File: config.mk
export PLATFORM = sky130hd
export DESIGN_NAME = flng_mac
export DESIGN_NICKNAME = d
export VERILOG_FILES = /design/src/rtl/core/flng_pkg.sv /design/src/rtl/core/flng_mac.sv
export SDC_FILE = /design/constraint.sdc
export NUM_CORES = 1
export LEC_CHECK = 0
export BUFFER_PORTS_ARGS = -buffer_cell sky130_fd_sc_hd__clkbuf_2
export CORE_MARGIN = 2
export CORE_UTILIZATION = 35
export CTS_CLUSTER_SIZE = 30
export DETAILED_ROUTE_END_ITERATION = 8
export GPL_TIMING_DRIVEN = 0
export PLACE_DENSITY_LB_ADDON = 0.3
export SLEW_MARGIN = 10
export SYNTH_ARGS = -nofsm -noshare
export SYNTH_HDL_FRONTEND = slang
export SYNTH_SLANG_ARGS = --single-unit
File: constraint.sdc
create_clock -name clk -period 0.85 [get_ports clk]
set_input_delay 0.085 -clock clk [delete_from_list [all_inputs] [get_ports clk]]
set_output_delay 0.085 -clock clk [all_outputs]
set_load 0.02 [all_outputs]
File: src/rtl/core/flng_pkg.sv
// ----------------------------------------------------------------------------
// flng_pkg
// shared widths, register indexes and the |cos| lookup table of the flanger
// ----------------------------------------------------------------------------
package flng_pkg;

    // table size is a power of two, so the phase index is a plain bit slice
    localparam int COS_TABLE_SIZE = 256;
    localparam int COS_IDX_W      = $clog2(COS_TABLE_SIZE);

    // shared multiplier operand and result widths
    localparam int MUL_A_W = 25;
    localparam int MUL_B_W = 17;
    localparam int MUL_R_W = 42;

    // configuration register indexes
    typedef enum logic [1:0] {
        REG_SAMPLE_WIDTH = 2'd0,
        REG_DELAY_MAX    = 2'd1,
        REG_GAIN         = 2'd2,
        REG_PHASE_STEP   = 2'd3
    } cfg_reg_t;

    typedef logic [14:0] cos_rom_t [COS_TABLE_SIZE];

    localparam logic [63:0] PI_Q30  = 64'd3373259426;
    localparam logic [63:0] ONE_Q30 = 64'd1073741824;

    // series divisors (2j-1)(2j) as reciprocals, exact for operands below 2^34
    localparam int TAYLOR_N  = 34;
    localparam int TAYLOR_SH = TAYLOR_N + 8;

    typedef logic [63:0] recip_t [8];

    localparam recip_t TAYLOR_RECIP = '{
        (64'd1 << TAYLOR_SH) / 64'd2   + 64'd1,
        (64'd1 << TAYLOR_SH) / 64'd12  + 64'd1,
        (64'd1 << TAYLOR_SH) / 64'd30  + 64'd1,
        (64'd1 << TAYLOR_SH) / 64'd56  + 64'd1,
        (64'd1 << TAYLOR_SH) / 64'd90  + 64'd1,
        (64'd1 << TAYLOR_SH) / 64'd132 + 64'd1,
        (64'd1 << TAYLOR_SH) / 64'd182 + 64'd1,
        (64'd1 << TAYLOR_SH) / 64'd240 + 64'd1
    };

    // one |cos| entry in Q0.15 from a Q30 Taylor series
    function automatic logic [14:0] cos_entry(input int unsigned k);
        logic [63:0]        n;
        logic [63:0]        x;
        logic [63:0]        x2;
        logic [63:0]        term;
        logic [63:0]        v;
        logic [127:0]       wide;
        logic signed [63:0] sum;
        n = (64'(k) << 2) & 64'(2 * COS_TABLE_SIZE - 1);
        if (n > 64'(COS_TABLE_SIZE))
            n = 64'(2 * COS_TABLE_SIZE) - n;
        x    = (n * PI_Q30) >> (COS_IDX_W + 1);
        x2   = (x * x) >> 30;
        term = ONE_Q30;
        sum  = $signed(term);
        for (int j = 1; j <= 8; j++)
        begin
            wide = 128'((term * x2) >> 30) * 128'(TAYLOR_RECIP[j - 1]);
            term = wide[TAYLOR_SH +: 64];
            if ((j & 1) == 1)
                sum = sum - $signed(term);
            else
                sum = sum + $signed(term);
        end
        if (sum < 0)
            sum = 0;
        v = (64'(sum) * 64'd32767 + (ONE_Q30 >> 1)) >> 30;
        if (v > 64'd32767)
            v = 64'd32767;
        return v[14:0];
    endfunction

    function automatic cos_rom_t build_cos_rom();
        cos_rom_t rom;
        for (int k = 0; k < COS_TABLE_SIZE; k++)
            rom[k] = cos_entry(k);
        return rom;
    endfunction

    localparam cos_rom_t COS_ROM = build_cos_rom();

endpackage

File: src/rtl/core/flng_mac.sv
// ----------------------------------------------------------------------------
// flng_mac
// shared signed multiply-accumulate unit with a registered result
// ----------------------------------------------------------------------------
module flng_mac
    import flng_pkg::*;
(
    input  logic                       clk,
    input  logic                       rst_n,
    input  logic                       en,
    input  logic signed [MUL_A_W-1:0]  op_a,
    input  logic signed [MUL_B_W-1:0]  op_b,
    input  logic signed [MUL_R_W-1:0]  addend,
    output logic signed [MUL_R_W-1:0]  result_reg
);

    logic signed [MUL_R_W-1:0] prod;
    logic signed [MUL_R_W-1:0] result_next;

    // product plus addend
    always_comb
    begin
        prod        = op_a * op_b;
        result_next = prod + addend;
    end

    always_ff @(posedge clk or negedge rst_n)
    begin
        if (!rst_n)
            result_reg <= '0;
        else if (en)
            result_reg <= result_next;
    end

endmodule

---- Word-level counts from Yosys, hierarchy flattened ----
Index checks and enable logic that the tools add are counted.
word-level totals
  input port bits ......................... 87
  register bits ........................... 42
  output and inout bits ................... 42
  word-level logic and storage cells ...... 3
operators by class
  $add $sub $neg .......................... 1
  multipliers ............................. 1
operators with widths
  kind                                            count
  42-bit adder                                    1
  25-bit by 17-bit multiplier with 42-bit output  1

---- Depth between registers and ports, before layout ----
Gate-level depths: netlist of run 1.
  depth in word-level cells ............... 2
  gate-level depth with buffers ........... 25
  depth with buffers taken out ............ 23

---- Worst setup path after synthesis of run 1 ----
OpenSTA, ideal clock, no wires.
  kind .................................... input to register
  start point ............................. input op_a[24]
  end point ............................... register result_reg[35]
  stages on the path ...................... 22
  arrival ................................. 5,923 ps
  buffers on the path ..................... 1
  slack ................................... -5,198 ps
  setup time .............................. 125 ps
  cells stage by stage .................... clkbuf_1 > nand2_1 > inv_1 > fa_1 > fa_1 > ha_1 > inv_1 > fa_1 > inv_1 > fa_1 > inv_1 > fa_1 > inv_1 > ha_1 > inv_1 > nor4_1 > o2111ai_1 > and3_1 > a21oi_1 > a41oi_1 > xnor2_1 > mux2_2
on the way
  word-level cells in the longest chain between the ends .. 2
RTL lines
  element                                         line            text
  from (decl)                                     flng_mac.sv:11  input logic signed [MUL_A_W-1:0] op_a,
  25-bit by 17-bit multiplier with 42-bit output  flng_mac.sv:23  prod = op_a * op_b;
  42-bit adder                                    flng_mac.sv:24  result_next = prod + addend;
  to (signal assigned)                            flng_mac.sv:32  result_reg <= result_next;
  to (decl)                                       flng_mac.sv:14  output logic signed [MUL_R_W-1:0] result_reg
No other way between the ends.
A chain may end at the register's enable or synchronous reset.

---- Worst setup path in the final report of run 1 ----
  start point ............................. input op_b[2]
  end point ............................... register result_reg[33]
on the way
  word-level cells in the longest chain between the ends .. 2
RTL lines
  element                                         line            text
  from (decl)                                     flng_mac.sv:12  input logic signed [MUL_B_W-1:0] op_b,
  25-bit by 17-bit multiplier with 42-bit output  flng_mac.sv:23
  42-bit adder                                    flng_mac.sv:24
No other way between the ends.

==> run metrics, run 1 <==
Warnings, synthesis 0; root buf cell clkbuf_16; max-capacitance violation count 0; Crit path max-delay family adder cells; most frequent CP cell fa_1; number of flip-flops in the largest register 42; Critical Path Max Stage Delay 0.63 ns; Hold WC Path Type in2async; Final Net Count 2,833; layout cell share with drive strength beyond 1 0.2891; max-slew violations 0; status finished, violations left; Final Cycle Share 6.669; Die Span Y 231.9 um; area fraction in compound gates after synthesis 0.04301; CP Max Fanout 6; Final Hold Fails 42; syn_nets 2,596; largest family of logic cells by synthesized area adder cells; Max Root-Sink Buffers 2; XOR/XNOR Fraction of Synth Area 0.02168; Min Hold Slack -0.05564 ns; minimum clock period 5.669 ns; Post-DP Area 20,590 um2; worst setup path class in2reg; R2R Path Start result_reg[14]$_DFFE_PN0P_; post-DP HPWL 47.51 mm; post-route cell area 23,780 um2; # IOs 129; startpoint types input port; first-pass detailed-route iteration total 5; Starting Density 0.3544; wire per inst 20.11 um; Netlist Area Pre-Place 18,180 um2; port bufs 124; setup violators final 84; Top FF cell, synth dfrtp_1; RSZ-0062 raised after global routing yes; Gate Count Post-Synth 1,924; CP Data Arrival Time 5.85 ns; Post-Synth Simple-Gate Area 0.1393; GRT Resource Usage Total 0.2212; mux cell area share after synthesis 0.02119; failing checks hold timing, setup timing; gr ovfl total 0; synth unique cells 60; via count 13,640; CP bufs+invs 10; ranking of synthesized cells by area fa_1, inv_1, ha_1; initial drt markers 670; final worst slack -4.819 ns; DRT antenna net count 0; Clock Skews 0 ns; CTS clk-pin slew, worst paths 0.06 ns; Final Routed Wirelength 57.22 mm; most frequent cell after synthesis inv_1; Slew headroom 0.3193; Worst Max-Slew Pin Slew 1.021 ns; FF-to-FF path depth 2; Num CTS Buffers 5; die width 231.9 um; asr flop ratio synth 1.000; Peak Freq 0.1764 GHz; Core ar. 51,300 um2; Clock Latency Late Sink 0.29 ns; Post-Synth Adder-Cell Area 0.5954; most frequent cells after synthesis inv_1, fa_1, nand2_1; Via density 4.794; first-pass GRT wire length 89.33 mm; number of global-route vias before repair 15,599; DRC violations left 0; FF+latch count, synth 42; setup TNS -168.19 ns; top cell type by total area after synthesis fa_1; R2R Path End result_reg[14]$_DFFE_PN0P_; largest net degree at the start of global routing 43; Die ar. 53,790 um2; placer's final routability congestion estimate 0.9172; CP required 1.03 ns; flop2flop setup slack -0.06 ns; H-tree depth 2; share of the synthesized area in the top cell type 0.5142; Seq/Total Area, Yosys 0.05780; CTS tree yes; Sink Count 42; syn_area_per_cell 9.450 um2; EDFF count, synth 0; Placement Rows 83; Slowest cell on crit path fa_2; area grow syn2layout 30.80%; Crit. End Element flop; initial antenna violation count 5
==> layout by cell type (no fill, tap or decap), drive strengths merged, types with 33 or more instances in the layout <==
cell    netlist  final
inv         514    513
fa          467    467
nand2       242    242
and2        182    182
buf           3    171
clkbuf       67    135
ha          118    118
dfrtp        42     42
nor2         41     41
xnor2        37     37
a21oi        35     35
mux2         33     33
==> timing repair <==
item,CTS,global route
setup endpoints to repair,84,84
resized for setup,266,306
setup buffers,47,59
cloned,1,1
pin swaps,78,111
hold endpoints to repair,0,0
hold buffers,0,0
==> final cells by class <==
cell class	instances	area (um2)
Multi-Input combinational cell	1297	16320
Fill cell	4898	27520
Sequential cell	42	1051
Buffer	70	1269
Antenna cell	3	7.507
Clock inverter	2	12.51
Timing Repair Buffer	230	2175
Inverter	515	1957
Tap cell	680	850.8
Clock buffer	6	138.9
==> metrics by stage <==
step	setup slack, ns	hold slack, ns	instances	utilization
floorplan	-4.656	-0.2106	1924	-
global placement	-5.874	0.3260	2728	0.4014
detailed placement	-5.899	0.3497	2728	0.4014
CTS	-4.845	0.03095	2784	0.4385
global route	-5.010	0.03556	2843	0.4635
finish	-4.819	-0.05564	2845	0.4636
==> how the worst max path moves through the flow <==
stage	startpoint	endpoint	slack [ns]	depth (start not counted)
after global placement	op_b[16]	result_reg[38]$_DFFE_PN0P_	-5.87	21
after floorplan	op_a[24]	result_reg[33]$_DFFE_PN0P_	-4.66	24
final	op_b[2]	result_reg[33]$_DFFE_PN0P_	-4.82	25
after CTS	op_b[7]	result_reg[38]$_DFFE_PN0P_	-4.85	22
after detailed placement	op_b[16]	result_reg[38]$_DFFE_PN0P_	-5.90	21
after global routing	op_b[7]	result_reg[35]$_DFFE_PN0P_	-5.01	25
==> cells by family after synthesis <==
kind of cell	Yosys count
AOI/OAI and AO/OA	115
xor gates and xnor gates	45
DFF	42
buffers and inverters	585
and+or+nand+nor	518
adders and majority gates	585
muxes	34
==> layer usage <==
metal	GRT usage	vias up	wire (um)
li1	-	6047	-
met1	0.2831	7130	23800
met2	0.3898	348	28550
met3	0.02161	109	2267
met4	0.07672	6	2570
met5	0	-	44
Power of run 1 is left out: the tool's default activity adds up to more than one toggle a clock period on the data nets, which glitch-free logic cannot reach.
==> run 2: changes to the inputs <==
--- a/config.mk
+++ b/config.mk
@@ -5,6 +5,7 @@
 export SDC_FILE = /design/constraint.sdc
 export NUM_CORES = 1
 export LEC_CHECK = 0
+export ABC_AREA = 1
 export BUFFER_PORTS_ARGS = -buffer_cell sky130_fd_sc_hd__clkbuf_2
 export CORE_MARGIN = 2
 export CORE_UTILIZATION = 35
==> run metrics, run 2 <==
status finished, violations left; failing checks hold timing, setup timing; Placement Rows 86; Clock Latency Late Sink 0.29 ns; initial antenna violation count 0; largest net degree at the start of global routing 43; Layout Utilization 0.4602; commonest non-fill, non-tap cell in the layout inv_1; Starting Density 0.3529; via count 16,225; first-pass detailed-route iteration total 5; share of the synthesized area in the top cell type 0.4818; Sink Count 42; Core ar. 54,990 um2; CP Max Fanout 8; dpl ws -5.496 ns; Num CTS Buffers 5; area grow syn2layout 30.38%; wire per inst 18.64 um; minimum clock period 5.262 ns; commonest cells after routing, fill and taps aside inv_1, nand2_1, fa_1, buf_4, ha_1; Final Routed Wirelength 63.97 mm; CTS clk-pin slew, worst paths 0.06 ns; layout cell share with drive strength beyond 1 0.2467; Final Cycle Share 6.191; number of flip-flops in the largest register 42; die width 239.5 um; root buf cell clkbuf_16; most frequent cells after synthesis inv_1, nand2_1, fa_1; Top FF cell, synth dfrtp_1; startpoint types input port; flop2flop setup slack 0.06 ns; Peak Freq 0.1900 GHz; EDFF count, synth 0; RSZ-0062 raised after global routing yes; Worst Max-Slew Pin Slew 1.072 ns; # hold bufs at CTS 0; number of global-route vias before repair 17,669; first-pass GRT wire length 99.35 mm; Hold WC Path Type in2async; synth unique cells 37; asr flop ratio synth 1.000; most frequent CP cell fa_1; worst setup path class in2reg; CTS tree yes; Seq/Total Area, Yosys 0.05416; # IOs 129; final worst slack -4.412 ns; syn_nets 3,166; Post-Place Cells 3,329; Die ar. 57,350 um2; Final Net Count 3,354; worst path cell trace clkbuf_16, clkinvlp_4, clkbuf_16, buf_12, nor2_1, fa_1, fa_1, fa_1, fa_2, fa_1, inv_1, fa_1, inv_2, ha_4, nand2_4, nor2_4, nand2_2, nor2_4, nand4_1, nor2_4, nand3b_1, nand2_1, nand3_2, nand2_1; post-DP HPWL 53.69 mm; CP required 1.04 ns; Crit path max-delay family adder cells; FF+latch count, synth 42; placer's final routability congestion estimate 0.9130; Max Root-Sink Buffers 2; Via density 4.729; Clock Skews 0 ns; ranking of synthesized cells by area fa_1, inv_1, nand2_1; Gate Count Post-Synth 2,494; CP Data Arrival Time 5.45 ns; gr ovfl total 0; max-capacitance violation count 0; DRT antenna net count 0; Crit. End Element flop; Slew headroom 0.2853; Min Hold Slack -0.01552 ns; Critical Path Max Stage Delay 0.55 ns; Netlist Area Pre-Place 19,410 um2; Warnings, synthesis 0; Die Span Y 239.5 um; port bufs 87; non-filler cells, final 3,431; top cell type by total area after synthesis fa_1; number of diodes 0; H-tree depth 2; DRC violations left 0; max-slew violations 0; CP bufs+invs 6; GRT Resource Usage Total 0.2301; Slowest cell on crit path fa_1; setup violators final 83; initial drt markers 1,002; Final Hold Fails 31; syn_area_per_cell 7.781 um2; most frequent cell after synthesis inv_1
run 2: changes by cell type in the layout (fill, tap and decap cells not counted), moves of 30 or more:
cell     previous run  this run
and2_1            151         1
nand2_2             5        51
nand2_1           227       598
nor2_4              0        34
xnor2_1            33         3
and2_4             31         1
inv_1             443       697
run 2: layout make-up:
cell class                      instances  area (um2)
Multi-Input combinational cell       1588       16990
Fill cell                            5333       29680
Timing Repair Buffer                  181        1613
Tap cell                              748       935.9
Clock buffer                            6       138.9
Clock inverter                          2       60.06
Sequential cell                        42        1051
Buffer                                108        1662
Inverter                              756        2854
run 2: worst paths after layout:
kind / startpoint / end / cells past startpoint
max: op_b[16] / result_reg[41]$_DFFE_PN0P_ / 24
min: rst_n / result_reg[6]$_DFFE_PN0P_ / 1
max reg2reg: result_reg[20]$_DFFE_PN0P_ / result_reg[20]$_DFFE_PN0P_ / 3
min reg2reg: result_reg[30]$_DFFE_PN0P_ / result_reg[30]$_DFFE_PN0P_ / 2
max in group asynchronous: rst_n / result_reg[38]$_DFFE_PN0P_ / 1
min in group clk: en / result_reg[7]$_DFFE_PN0P_ / 3
run 2: metrics by stage:
step                      hold slack (ns)  instance area, um2  setup TNS (ns)
after floorplan                   -0.2106               21090         -144.96
after global placement             0.2743               22460         -183.47
after detailed placement           0.3181               22460         -188.58
after CTS                         0.01039               24180         -156.24
after global routing              0.05945               25300         -163.28
final                            -0.01552               25300         -155.88
run 2: cell families after synthesis:
group                      synth area share
xor gates and xnor gates           0.006770
and+or+nand+nor                      0.1841
AOI/OAI and AO/OA                   0.02946
buffers and inverters                0.1677
adders and majority gates            0.5578
DFF                                 0.05416
run 2: metal layers:
metal | global-route usage | share of wire | vias up
met5 | 0 | 0 | -
met4 | 0.06913 | 0.038 | 0
met3 | 0.02386 | 0.063 | 98
met2 | 0.4072 | 0.50 | 499
met1 | 0.2965 | 0.40 | 8270
li1 | - | - | 7358
run 2: worst register-to-register path: cells and delay by family (launching register included):
family,cells,cell delay [ns]
and+or+nand+nor,1,0.05
buffers and inverters,1,0.14
AOI/OAI and AO/OA,1,0.08
DFF,1,0.40
run 2: repair_timing:
| action | CTS | global route |
|---|---|---|
| pin swaps | 54 | 73 |
| gates cloned | 1 | 0 |
| gates resized for setup | 244 | 230 |
| endpoints found under the setup margin | 83 | 84 |
| setup buffers | 39 | 55 |
Power of run 2 is left out for the same reason.
==> run 3: changes to the inputs <==
--- a/config.mk
+++ b/config.mk
@@ -13,6 +13,7 @@
 export DETAILED_ROUTE_END_ITERATION = 8
 export GPL_TIMING_DRIVEN = 0
 export PLACE_DENSITY_LB_ADDON = 0.3
+export SETUP_SLACK_MARGIN = 0.3
 export SLEW_MARGIN = 10
 export SYNTH_ARGS = -nofsm -noshare
 export SYNTH_HDL_FRONTEND = slang
==> run metrics, run 3 (synthesis results as in run 2) <==
status finished, violations left; failing checks hold timing, setup timing; Final Net Count 3,336; worst path cell trace clkbuf_16, clkinvlp_4, clkbuf_16, buf_12, nor2_1, fa_1, fa_1, fa_1, fa_2, fa_1, inv_1, fa_1, inv_2, ha_4, nand2_4, nor2_4, nand2_2, nor2_4, nand4_1, nor2_4, nand3b_1, nand2_1, nand3_2, nand2_1; placer's final routability congestion estimate 0.9130; Clock Skews 0 ns; initial drt markers 967; gr ovfl total 0; Max Root-Sink Buffers 2; wire per inst 18.64 um; largest net degree at the start of global routing 43; root buf cell clkbuf_16; CTS tree yes; Slew headroom 0.6038; RSZ-0062 raised after global routing yes; minimum clock period 5.282 ns; setup TNS -156.60 ns; worst setup path class in2reg; first-pass detailed-route iteration total 5; die width 239.5 um; Die Span Y 239.5 um; dpl ws -5.496 ns; most frequent CP cell fa_1; Via density 4.730; R2R Path Start result_reg[12]$_DFFE_PN0P_; H-tree depth 2; setup violators final 83; area grow syn2layout 28.39%; Starting Density 0.3529; flop2flop setup slack 0.19 ns; first-pass GRT wire length 99.36 mm; number of diodes 0; Min Hold Slack -0.1799 ns; Sink Count 42; post-DP HPWL 53.69 mm; layout cell share with drive strength beyond 1 0.2413; Final Routed Wirelength 63.63 mm; Die ar. 57,350 um2; CTS clk-pin slew, worst paths 0.06 ns; startpoint types input port; Clock Latency Late Sink 0.29 ns; commonest cells after routing, fill and taps aside inv_1, nand2_1, fa_1, ha_1, clkbuf_2; port bufs 87; Critical Path Max Stage Delay 0.55 ns; final worst slack -4.432 ns; number of flip-flops in the largest register 42; Layout Utilization 0.4531; Worst Max-Slew Pin Slew 0.5943 ns; CP Max Fanout 8; Num CTS Buffers 5; # IOs 129; non-filler cells, final 3,413; DRC violations left 0; launch point of the worst path op_b[16]; Core ar. 54,990 um2; CP required 1.03 ns; commonest non-fill, non-tap cell in the layout inv_1; Slowest cell on crit path fa_1; GRT Resource Usage Total 0.2301; Hold WC Path Type in2async; Peak Freq 0.1893 GHz; DRT antenna net count 0; number of global-route vias before repair 17,672; max-slew violations 0; max-capacitance violation count 0; CP Data Arrival Time 5.47 ns; via count 16,144; Final Cycle Share 6.214; Final Hold Fails 42; Post-Place Cells 3,329; initial antenna violation count 0; Crit. End Element flop; Placement Rows 86
## run 3: cell count changes in the layout (fill, tap and decap cells not counted), sizes merged
| cell | previous run | this run |
|---|---|---|
| buf | 143 | 114 |
| clkbuf | 152 | 163 |
## run 3: layout make-up
class	instances	area (um2)
fillers	5381	30070
clock inverters	2	60.06
well taps	748	935.9
flip-flops and latches	42	1051
repair buffers	163	1234
multi-input cells	1588	16980
clock buffers	6	138.9
plain buffers	108	1662
inverters	756	2854
## run 3: final timing paths
| kind | endpoint | depth (start not counted) |
|---|---|---|
| min in group clk | result_reg[7]$_DFFE_PN0P_ | 3 |
| max | result_reg[41]$_DFFE_PN0P_ | 24 |
| min reg2reg | result_reg[2]$_DFFE_PN0P_ | 2 |
| max in group asynchronous | result_reg[38]$_DFFE_PN0P_ | 1 |
| max reg2reg | result_reg[12]$_DFFE_PN0P_ | 2 |
| min | result_reg[6]$_DFFE_PN0P_ | 1 |
## run 3: worst max-delay path, delay by kind of cell
kind                     cells  cell delay (ns)
adder cells (fa/ha/maj)      7             3.40
AND/OR/NAND/NOR             11             1.22
buffers and inverters        6             0.73
## run 3: repair_timing
action	4_1_cts	5_1_grt
buffers inserted	39	36
gates resized for setup	246	136
pin swaps	54	76
hold endpoints to repair	42	42
gates cloned	1	0
endpoints found under the setup margin	126	84
## run 3: layer usage
layer	up-vias	part of all wire	global-route usage
met5	-	0	0
met1	8257	0.41	0.2965
met3	102	0.054	0.02386
met4	0	0.036	0.06913
li1	7319	-	-
met2	466	0.50	0.4073
## run 3: through the flow
stage	area (um2)	hold WS (ns)
after floorplan	21090	-0.2106
final	24920	-0.1799
after global routing	24920	-0.1416
after detailed placement	22460	0.3181
after CTS	24190	-0.1631
after global placement	22460	0.2743
Power of run 3 is left out for the same reason.
